==> config.mk <==
export PLATFORM = sky130hd
export DESIGN_NAME = mrr_ram
export DESIGN_NICKNAME = d
export VERILOG_FILES = /design/src/rtl/mrr_ram.sv
export SDC_FILE = /design/constraint.sdc
export NUM_CORES = 1
export LEC_CHECK = 0
export ABC_AREA = 1
export ABC_CLOCK_PERIOD_IN_PS = 2600
export BUFFER_PORTS_ARGS = -buffer_cell sky130_fd_sc_hd__buf_2
export CELL_PAD_IN_SITES_DETAIL_PLACEMENT = 1
export CELL_PAD_IN_SITES_GLOBAL_PLACEMENT = 2
export CORE_UTILIZATION = 44
export DETAILED_ROUTE_END_ITERATION = 16
export GPL_TIMING_DRIVEN = 0
export PLACE_DENSITY_LB_ADDON = 0.1
export SYNTH_ARGS = -nofsm -noshare
export SYNTH_HDL_FRONTEND = slang
export SYNTH_SLANG_ARGS = --single-unit
==> constraint.sdc <==
create_clock -name clk -period 2.6 [get_ports clk]
set_input_delay 0.13 -clock clk [delete_from_list [all_inputs] [get_ports clk]]
set_output_delay 0.13 -clock clk [all_outputs]
set_load 0.02 [all_outputs]
==> src/rtl/mrr_ram.sv <==
`timescale 1ns / 1ps
// ----------------------------------------------------------------------------
// mrr_ram
// Generic single write port, single read port RAM with registered read.
// ----------------------------------------------------------------------------
module mrr_ram #(
  parameter int WIDTH = 8,
  parameter int DEPTH = 64
) (
  input  logic                     clk,
  input  logic                     we,
  input  logic [$clog2(DEPTH)-1:0] waddr,
  input  logic [WIDTH-1:0]         wdata,
  input  logic [$clog2(DEPTH)-1:0] raddr,
  output logic [WIDTH-1:0]         rdata
);

  logic [WIDTH-1:0] mem [DEPTH];

  // Write and registered read
  always_ff @(posedge clk) begin
    if (we) begin
      mem[waddr] <= wdata;
    end
    rdata <= mem[raddr];
  end

endmodule

==> flow_summary.html, run 1 <==
<table>
<tr><th>Metric</th><th>Value</th></tr>
<tr><th colspan="2">Synth</th></tr>
<tr><td>Number of standard cells after synthesis</td><td>1805</td></tr>
<tr><td>FFs w/ async S/R, synth</td><td>0%</td></tr>
<tr><td>Per-instance average area after synthesis</td><td>11.82 um^2</td></tr>
<tr><td>Most frequent cell after synthesis</td><td>sky130_fd_sc_hd__nand2_1</td></tr>
<tr><td>Nets in the synthesized netlist</td><td>1827</td></tr>
<tr><td>Share of Yosys cell area claimed by the top area cell type</td><td>72.05%</td></tr>
<tr><td>Summed instance area of the synthesized netlist</td><td>21340 um^2</td></tr>
<tr><td>Synth warnings</td><td>0</td></tr>
<tr><td>Post-synthesis sequential area ratio</td><td>72.80%</td></tr>
<tr><td>Most numerous cell types in the synthesized netlist</td><td>648 x sky130_fd_sc_hd__nand2_1, 512 x sky130_fd_sc_hd__edfxtp_1, 439 x sky130_fd_sc_hd__nand3_1, 56 x sky130_fd_sc_hd__nor2_1, 37 x sky130_fd_sc_hd__buf_2</td></tr>
<tr><td>Top cells by area, synth</td><td>sky130_fd_sc_hd__edfxtp_1 72%, sky130_fd_sc_hd__nand2_1 11%, sky130_fd_sc_hd__nand3_1 10%</td></tr>
<tr><td>Register bit total from synthesis</td><td>520</td></tr>
<tr><td>Main synth FF type</td><td>sky130_fd_sc_hd__edfxtp_1</td></tr>
<tr><td>Number of flops mapped to enable cells by yosys</td><td>512</td></tr>
<tr><td>Synth area leader</td><td>sky130_fd_sc_hd__edfxtp_1</td></tr>
<tr><td>Yosys cell types</td><td>16</td></tr>
<tr><th colspan="2">Timing</th></tr>
<tr><td>Tightest Pin Transition</td><td>1.423 ns</td></tr>
<tr><td>Count of final hold-check violations</td><td>0</td></tr>
<tr><td>Post-route fraction of the period consumed by the critical path</td><td>84.25%</td></tr>
<tr><td>Slack of the critical path</td><td>0.4094 ns</td></tr>
<tr><td>Final critical delay including setup and external delays</td><td>2.191 ns</td></tr>
<tr><td>Worst relative slew slack</td><td>5.157%</td></tr>
<tr><td>Final Slew Violations</td><td>0</td></tr>
<tr><td>RSZ-0062 raised after global routing</td><td>false</td></tr>
<tr><td>Final Skew</td><td>0.009838 ns</td></tr>
<tr><td>Achievable clock frequency</td><td>456.5 MHz</td></tr>
<tr><td>Final setup fails</td><td>0</td></tr>
<tr><th colspan="2">Die</th></tr>
<tr><td>Row count</td><td>80</td></tr>
<tr><td>DIE WIDTH</td><td>222.2 um</td></tr>
<tr><td>Total I/O pin count</td><td>30</td></tr>
<tr><td>Core area</td><td>47750 um^2</td></tr>
<tr><td>Die area</td><td>49380 um^2</td></tr>
<tr><td>Starting utilization of the core area</td><td>44.69%</td></tr>
<tr><td>Die outline height</td><td>222.2 um</td></tr>
<tr><th colspan="2">Power</th></tr>
<tr><td>Switch share</td><td>23.35%</td></tr>
<tr><td>Relative contribution of the clock network to total power</td><td>42.7%</td></tr>
<tr><td>Part of the total power dissipated in combinational logic</td><td>7.0%</td></tr>
<tr><td>Part of the total power dissipated in sequential elements</td><td>50.3%</td></tr>
<tr><td>Power spent charging and discharging nets</td><td>4318 uW</td></tr>
<tr><td>Leakage</td><td>0.008729 uW</td></tr>
<tr><td>Total Power Consumption</td><td>18490 uW</td></tr>
<tr><td>Worst vdd ir</td><td>0.5809 mV</td></tr>
<tr><td>Cell internal pwr</td><td>14170 uW</td></tr>
<tr><td>Power density of the placed cells</td><td>766.4 nW/um^2</td></tr>
<tr><th colspan="2">Route</th></tr>
<tr><td>Vias</td><td>14405</td></tr>
<tr><td>Final routed wire length divided by cell count</td><td>27.34 um</td></tr>
<tr><td>Post-detailed-route via-to-cell ratio</td><td>5.649</td></tr>
<tr><td>Count of unresolved DRC violations after routing</td><td>0</td></tr>
<tr><td>First-pass DRT Iterations</td><td>7</td></tr>
<tr><td>Number of design-rule violations left by the first detailed-router iteration</td><td>1362</td></tr>
<tr><td>Remaining antenna violation count</td><td>0</td></tr>
<tr><td>Routed WL</td><td>69710 um</td></tr>
<tr><th colspan="2">Clock tree</th></tr>
<tr><td>Number of buffers created by CTS</td><td>56</td></tr>
<tr><td>Clock slew at the register clock pins of the worst setup and hold paths</td><td>0.06 ns</td></tr>
<tr><td>CTS Sinks</td><td>520</td></tr>
<tr><td>Clock root buffer</td><td>sky130_fd_sc_hd__clkbuf_16</td></tr>
<tr><td>Clock tree from TritonCTS</td><td>yes</td></tr>
<tr><td>Maximum number of buffers from clock root to sink</td><td>3</td></tr>
<tr><td>Post-CTS sizing</td><td>0</td></tr>
<tr><td>Clock latency reported for the late side of the worst-skew pair</td><td>0.61 ns</td></tr>
<tr><td>Post-CTS setup buffer count</td><td>0</td></tr>
<tr><td>H-tree lvl count</td><td>2</td></tr>
<tr><td># hold bufs at CTS</td><td>0</td></tr>
<tr><th colspan="2">Place</th></tr>
<tr><td>Setup Slack @ Placement</td><td>-0.1452 ns</td></tr>
<tr><td>Detail Placement HPWL</td><td>46610 um</td></tr>
<tr><td>Number of buffers added on ports</td><td>21</td></tr>
<tr><td>Gp weighted congestion</td><td>0.9254</td></tr>
<tr><th colspan="2">Run</th></tr>
<tr><td>Max-Cap Viols</td><td>0</td></tr>
<tr><th colspan="2">Critical path</th></tr>
<tr><td>Nature of the critical path endpoint</td><td>flip-flop</td></tr>
<tr><td>Arrival time at the worst endpoint</td><td>2.41 ns</td></tr>
<tr><td>CP max FO</td><td>9</td></tr>
<tr><td>Crit path launch</td><td>waddr[0]</td></tr>
<tr><td>Worst path slowest cell</td><td>sky130_fd_sc_hd__nor2_1</td></tr>
<tr><td>Capturing element of the worst setup path</td><td>mem[28][0]</td></tr>
<tr><td>R2r endpoint</td><td>rdata[2]</td></tr>
<tr><td>Worst flop-to-flop path startpoint</td><td>mem[51][2]</td></tr>
<tr><td>Startpoint types</td><td>input port</td></tr>
<tr><td>Cell depth of the worst flop-to-flop path</td><td>8</td></tr>
<tr><td>Reg2Reg Setup Slack</td><td>1.11 ns</td></tr>
<tr><td>Worst path cell trace</td><td>clkbuf_1 -&gt; inv_1 -&gt; nand4_1 -&gt; nor2_1</td></tr>
<tr><td>Largest stage delay on the critical path</td><td>1.04 ns</td></tr>
<tr><td>Type of the worst setup path</td><td>input port to flip-flop</td></tr>
<tr><td>Required arrival time at the worst endpoint</td><td>2.82 ns</td></tr>
<tr><th colspan="2">Layout</th></tr>
<tr><td>Nets@finish</td><td>1914</td></tr>
<tr><td>Layout overhead on the synthesized area</td><td>13.08%</td></tr>
<tr><td>Filler cell count in the final layout</td><td>4974</td></tr>
<tr><td>Fraction of final layout cells with drive strength greater than 1</td><td>10.81%</td></tr>
<tr><th colspan="2">Global route</th></tr>
<tr><td>Pin count of the biggest net entering global routing</td><td>65</td></tr>
<tr><td>First-pass GRT wire length</td><td>101000 um</td></tr>
<tr><td>Number of antenna violations at the first check in global routing</td><td>0</td></tr>
<tr><td>Total GRT Usage</td><td>28.64%</td></tr>
<tr><td>Total gr overflow</td><td>0</td></tr>
<tr><td>Vias in the first global route</td><td>14526</td></tr>
<tr><th colspan="2">Status</th></tr>
<tr><td>Status</td><td>completed</td></tr>
<tr><th colspan="2">Min path</th></tr>
<tr><td>Path category of the worst min-delay check</td><td>input port to flip-flop</td></tr>
</table>
## layout by cell type, fill, tap and decap left out
cell type,netlist,layout
sky130_fd_sc_hd__buf_1,10,10
sky130_fd_sc_hd__buf_4,14,27
sky130_fd_sc_hd__clkinv_1,0,5
sky130_fd_sc_hd__diode_2,0,1
sky130_fd_sc_hd__inv_2,1,1
sky130_fd_sc_hd__clkbuf_1,15,28
sky130_fd_sc_hd__buf_2,37,51
sky130_fd_sc_hd__buf_6,35,37
sky130_fd_sc_hd__inv_6,1,1
sky130_fd_sc_hd__nor4_2,0,8
sky130_fd_sc_hd__nand3_1,439,439
sky130_fd_sc_hd__bufinv_16,0,5
sky130_fd_sc_hd__nand4_1,9,9
sky130_fd_sc_hd__inv_1,10,10
sky130_fd_sc_hd__clkbuf_16,0,57
sky130_fd_sc_hd__nor2_1,56,56
sky130_fd_sc_hd__edfxtp_1,512,512
sky130_fd_sc_hd__clkbuf_8,0,3
sky130_fd_sc_hd__dfxtp_1,8,8
sky130_fd_sc_hd__clkinv_2,0,14
sky130_fd_sc_hd__clkinvlp_4,0,3
sky130_fd_sc_hd__buf_8,2,2
sky130_fd_sc_hd__nand2_1,648,648
## final cells by class
cell class                 instances  area [um^2]  area share, %
antenna                            1        2.502        0.01037
inverter                          12        50.05         0.2074
clock buffer                      73         1516          6.285
clock inverter                    27        261.5          1.084
multi-input combinational       1160         4996          20.71
sequential                       520        15530          64.38
buffer                           113        808.3          3.350
timing repair buffer              29        190.2         0.7882
tap                              615        769.5          3.189
## power groups by stage
stage,logic (uW),registers (uW),clock network (uW)
6_report,1300,9300,7890
5_1_grt,1390,9300,8210
4_1_cts,1300,9300,7960
3_5_place_dp,1290,9480,0
3_3_place_gp,1260,9480,0
2_1_floorplan,652,9490,0
## worst min path at each step
stage,end,start,cells after the start,slack (ns)
global route,rdata[5],raddr[5],3,0.14
global placement,rdata[7],rdata[7],1,0.55
floorplan,mem[0][0],wdata[0],0,0.23
detailed placement,rdata[7],rdata[7],1,0.55
CTS,rdata[5],raddr[4],4,0.13
finish,mem[21][2],wdata[2],1,0.15
## flip-flops by register name, indices dropped and copies added, names as in the netlist
register	flops
mem	512
rdata	8
## stage by stage
| stage | utilization [%] | hold slack [ns] | instances | TNS [ns] | cell area (um^2) |
|---|---|---|---|---|---|
| floorplan | - | 0.2289 | 1805 | 0 | 21340 |
| global placement | 46.53 | 0.5478 | 2441 | -28.29 | 22210 |
| detailed placement | 46.78 | 0.5474 | 2449 | -6.470 | 22340 |
| CTS | 50.51 | 0.1341 | 2549 | 0 | 24110 |
| global route | 50.53 | 0.1354 | 2549 | 0 | 24130 |
| finish | 50.54 | 0.1469 | 2550 | 0 | 24130 |
## cells by family (layout without fill, tap and decap cells)
group	count (synthesis)	count (layout)	share of synthesized area (%)
and+or+nand+nor	1160	1160	23.18
other	0	1	0
buffers and inverters	125	254	4.022
DFF	520	520	72.80
## critical path: cells and delay by family
kind	cells	cell delay, ns
and+or+nand+nor	2	1.71
buffers and inverters	2	0.56
## per-layer routing
metal	up-vias	part of all wire [%]	global-route usage (%)
met3	103	5.3	3.372
li1	6533	-	-
met1	7341	45	40.99
met2	428	47	46.12
met5	-	0	0
met4	0	2.6	8.356
Power figures use the tool's default switching activity.
==> run 2, diff against run 1 <==
- ABC_CLOCK_PERIOD_IN_PS: 2600 -> 2200
- clock period: 2.6 -> 2.2 ns (I/O delays scaled with it)
==> run 2 against run 1 <==
Compared with the run above: highest routed layer unchanged; worst setup slack worse by 0.35 ns; core utilization unchanged; worst hold slack lost 0.026 ns; register-to-register slack got worse by 0.41 ns; largest cell class unchanged; clock skew shrank 0.0015 ns; combinational power is 18% higher; sequential power rose by 18%; critical path depth unchanged; clock power up 18%; critical endpoint is now mem[30][1].
==> flow_summary.html, run 2 (synthesis gave the netlist of run 1 again) <==
<table>
<tr><th>Metric</th><th>Value</th></tr>
<tr><th colspan="2">Critical path</th></tr>
<tr><td>Required arrival time at the worst endpoint</td><td>2.42 ns (was 2.82 ns)</td></tr>
<tr><td>Arrival time at the worst endpoint</td><td>2.35 ns (was 2.41 ns)</td></tr>
<tr><td>Startpoint types</td><td>input port (unchanged)</td></tr>
<tr><td>Worst path cell trace</td><td>clkbuf_1 -&gt; inv_1 -&gt; nand4_1 -&gt; nor2_1 (unchanged)</td></tr>
<tr><td>Largest stage delay on the critical path</td><td>1.04 ns (about the same)</td></tr>
<tr><td>Worst path slowest cell</td><td>sky130_fd_sc_hd__nor2_1 (unchanged)</td></tr>
<tr><td>Type of the worst setup path</td><td>input port to flip-flop (unchanged)</td></tr>
<tr><td>CP max FO</td><td>9 (unchanged)</td></tr>
<tr><td>Nature of the critical path endpoint</td><td>flip-flop (unchanged)</td></tr>
<tr><td>Critical path buffers and inverters</td><td>2 (unchanged)</td></tr>
<tr><td>Largest delay contributor family on the critical path</td><td>simple AND/OR/NAND/NOR gates (unchanged)</td></tr>
<tr><th colspan="2">Timing</th></tr>
<tr><td>Tightest Pin Transition</td><td>1.408 ns (was 1.423 ns)</td></tr>
<tr><td>Final critical delay including setup and external delays</td><td>2.139 ns</td></tr>
<tr><td>Final Slew Violations</td><td>0 (unchanged)</td></tr>
<tr><td>Final Skew</td><td>0.008350 ns (was 0.009838 ns)</td></tr>
<tr><td>Total negative setup slack</td><td>0 ns (unchanged)</td></tr>
<tr><td>Post-route fraction of the period consumed by the critical path</td><td>97.22%</td></tr>
<tr><td>Final setup fails</td><td>0 (unchanged)</td></tr>
<tr><td>RSZ-0062 raised after global routing</td><td>false (unchanged)</td></tr>
<tr><td>Count of final hold-check violations</td><td>0 (unchanged)</td></tr>
<tr><td>Achievable clock frequency</td><td>467.5 MHz</td></tr>
<tr><td>Worst relative slew slack</td><td>6.122% (was 5.157%)</td></tr>
<tr><th colspan="2">Layout</th></tr>
<tr><td>Filler cell count in the final layout</td><td>4974 (unchanged)</td></tr>
<tr><td>Largest registers</td><td>mem x512, rdata x8 (unchanged)</td></tr>
<tr><td>Area of combinational cells with multiple inputs</td><td>4999 um^2 (was 4996 um^2)</td></tr>
<tr><td>Register with the most flip-flops</td><td>mem (unchanged)</td></tr>
<tr><td>Nets@finish</td><td>1914 (unchanged)</td></tr>
<tr><td>Antenna cells</td><td>0 (was 1)</td></tr>
<tr><td>Commonest non-fill, non-tap cell in the layout</td><td>sky130_fd_sc_hd__nand2_1 (unchanged)</td></tr>
<tr><td>Layout overhead on the synthesized area</td><td>13.08% (unchanged)</td></tr>
<tr><td>Total non-filler cell area in the finished layout</td><td>24130 um^2 (unchanged)</td></tr>
<tr><td>Fraction of the core area covered by cells at the end of the flow</td><td>50.54% (unchanged)</td></tr>
<tr><td>Number of flip-flops in the largest register</td><td>512 (unchanged)</td></tr>
<tr><td>Fraction of final layout cells with drive strength greater than 1</td><td>10.86% (was 10.81%)</td></tr>
<tr><td>Most frequent cells in the layout</td><td>648 x sky130_fd_sc_hd__nand2_1, 512 x sky130_fd_sc_hd__edfxtp_1, 439 x sky130_fd_sc_hd__nand3_1 (unchanged)</td></tr>
<tr><td>Non-filler instance count after layout</td><td>2549 (was 2550)</td></tr>
<tr><td>Sequential cell area</td><td>15530 um^2 (unchanged)</td></tr>
<tr><th colspan="2">Place</th></tr>
<tr><td>Gp weighted congestion</td><td>0.9254 (unchanged)</td></tr>
<tr><td>Post-Place Cell Area</td><td>22340 um^2 (unchanged)</td></tr>
<tr><td>Placed Cells</td><td>2449 (unchanged)</td></tr>
<tr><td>Number of buffers added on ports</td><td>21 (unchanged)</td></tr>
<tr><td>Detail Placement HPWL</td><td>46610 um (unchanged)</td></tr>
<tr><th colspan="2">Power</th></tr>
<tr><td>Leakage</td><td>0.008729 uW (about the same)</td></tr>
<tr><td>Worst vdd ir</td><td>0.6864 mV (was 0.5809 mV)</td></tr>
<tr><td>Power density of the placed cells</td><td>905.1 nW/um^2 (was 766.4 nW/um^2)</td></tr>
<tr><th colspan="2">Die</th></tr>
<tr><td>Core area</td><td>47750 um^2 (unchanged)</td></tr>
<tr><td>Total I/O pin count</td><td>30 (unchanged)</td></tr>
<tr><td>Starting utilization of the core area</td><td>44.69% (unchanged)</td></tr>
<tr><td>Row count</td><td>80 (unchanged)</td></tr>
<tr><td>Die area</td><td>49380 um^2 (unchanged)</td></tr>
<tr><td>DIE WIDTH</td><td>222.2 um (unchanged)</td></tr>
<tr><td>Die outline height</td><td>222.2 um (unchanged)</td></tr>
<tr><th colspan="2">Route</th></tr>
<tr><td>Vias</td><td>14483 (was 14405)</td></tr>
<tr><td>Number of design-rule violations left by the first detailed-router iteration</td><td>1368 (was 1362)</td></tr>
<tr><td>Remaining antenna violation count</td><td>0 (unchanged)</td></tr>
<tr><td>Final routed wire length divided by cell count</td><td>27.34 um (about the same)</td></tr>
<tr><td>Post-detailed-route via-to-cell ratio</td><td>5.682 (was 5.649)</td></tr>
<tr><td>Count of unresolved DRC violations after routing</td><td>0 (unchanged)</td></tr>
<tr><td>Routed WL</td><td>69680 um (was 69710 um)</td></tr>
<tr><td>First-pass DRT Iterations</td><td>5 (was 7)</td></tr>
<tr><th colspan="2">Clock tree</th></tr>
<tr><td>Clock root buffer</td><td>sky130_fd_sc_hd__clkbuf_16 (unchanged)</td></tr>
<tr><td>Clock tree from TritonCTS</td><td>yes (unchanged)</td></tr>
<tr><td>Clock latency reported for the late side of the worst-skew pair</td><td>0.61 ns (about the same)</td></tr>
<tr><td>Maximum number of buffers from clock root to sink</td><td>3 (unchanged)</td></tr>
<tr><td>Post-CTS setup buffer count</td><td>0 (unchanged)</td></tr>
<tr><td>H-tree lvl count</td><td>2 (unchanged)</td></tr>
<tr><td>Number of buffers created by CTS</td><td>56 (unchanged)</td></tr>
<tr><td>CTS Sinks</td><td>520 (unchanged)</td></tr>
<tr><td>Clock slew at the register clock pins of the worst setup and hold paths</td><td>0.06 ns (about the same)</td></tr>
<tr><th colspan="2">Min path</th></tr>
<tr><td>Path category of the worst min-delay check</td><td>input port to flip-flop (unchanged)</td></tr>
<tr><th colspan="2">Global route</th></tr>
<tr><td>Total GRT Usage</td><td>28.64% (unchanged)</td></tr>
<tr><td>Number of antenna violations at the first check in global routing</td><td>0 (unchanged)</td></tr>
<tr><td>First-pass GRT wire length</td><td>101000 um (unchanged)</td></tr>
<tr><td>Pin count of the biggest net entering global routing</td><td>65 (unchanged)</td></tr>
<tr><td>Vias in the first global route</td><td>14526 (unchanged)</td></tr>
<tr><td>Total gr overflow</td><td>0 (unchanged)</td></tr>
<tr><th colspan="2">Status</th></tr>
<tr><td>Status</td><td>completed (unchanged)</td></tr>
<tr><th colspan="2">Run</th></tr>
<tr><td>Max-Cap Viols</td><td>0 (unchanged)</td></tr>
</table>
run 2: changes by cell type in the layout (fill, tap and decap cells not counted), sizes merged:
| cell | change |
|---|---|
| diode | -1 |
run 2: worst paths after layout:
check	slack, ns	start	depth (start not counted)	to
setup / recovery	0.06	waddr[0]	4	mem[30][1]
setup reg to reg	0.70	mem[51][2]	8	rdata[2]
hold reg to reg	0.93	mem[4][3]	8	rdata[3]
hold / removal	0.12	wdata[2]	1	mem[21][2]
run 2: final cells by class:
class                   instances  area share (%)
clock buffers                  73           6.285
well taps                     615           3.189
inverters                      12          0.2074
multi-input cells            1160           20.72
plain buffers                 113           3.350
clock inverters                27           1.084
flip-flops and latches        520           64.38
repair buffers                 29          0.7882
run 2: power by group:
| group | internal, uW | switching (uW) |
|---|---|---|
| Clock | 5410 | 3900 |
| Sequential | 11000 | 21.0 |
| Combinational | 375 | 1160 |
run 2: layer usage:
metal / global-route usage, % / wire, um / vias to the layer above
li1: - / - / 6538
met1: 40.99 / 31270 / 7432
met2: 46.12 / 32780 / 407
met3: 3.372 / 3747 / 106
met4: 8.356 / 1875 / 0
met5: 0 / 0 / -
run 2: metrics by stage:
stage | power (uW) | hold slack [ns] | worst slack (ns)
6_report | 21840 | 0.1213 | 0.06116
5_1_grt | 22340 | 0.1154 | 0.009896
4_1_cts | 21940 | 0.1141 | 0.1243
3_5_place_dp | 12730 | 0.5274 | -0.5252
3_3_place_gp | 12690 | 0.5278 | -0.9992
2_1_floorplan | 11990 | 0.2089 | 0.3239
run 2: worst register-to-register path, cell delays in order (launching register included):
cell                       delay [ns]
sky130_fd_sc_hd__edfxtp_1        0.36
sky130_fd_sc_hd__nand2_1         0.07
sky130_fd_sc_hd__nand3_1         0.08
sky130_fd_sc_hd__nand3_1         0.16
sky130_fd_sc_hd__nand2_1         0.15
sky130_fd_sc_hd__nand2_1         0.10
sky130_fd_sc_hd__nand3_1         0.08
sky130_fd_sc_hd__nand3_1         0.20
sky130_fd_sc_hd__nand2_1         0.15
run 2: repair_timing:
item	4_1_cts	5_1_grt
setup endpoints to repair	0	8
hold buffers	0	0
resized for setup	0	1
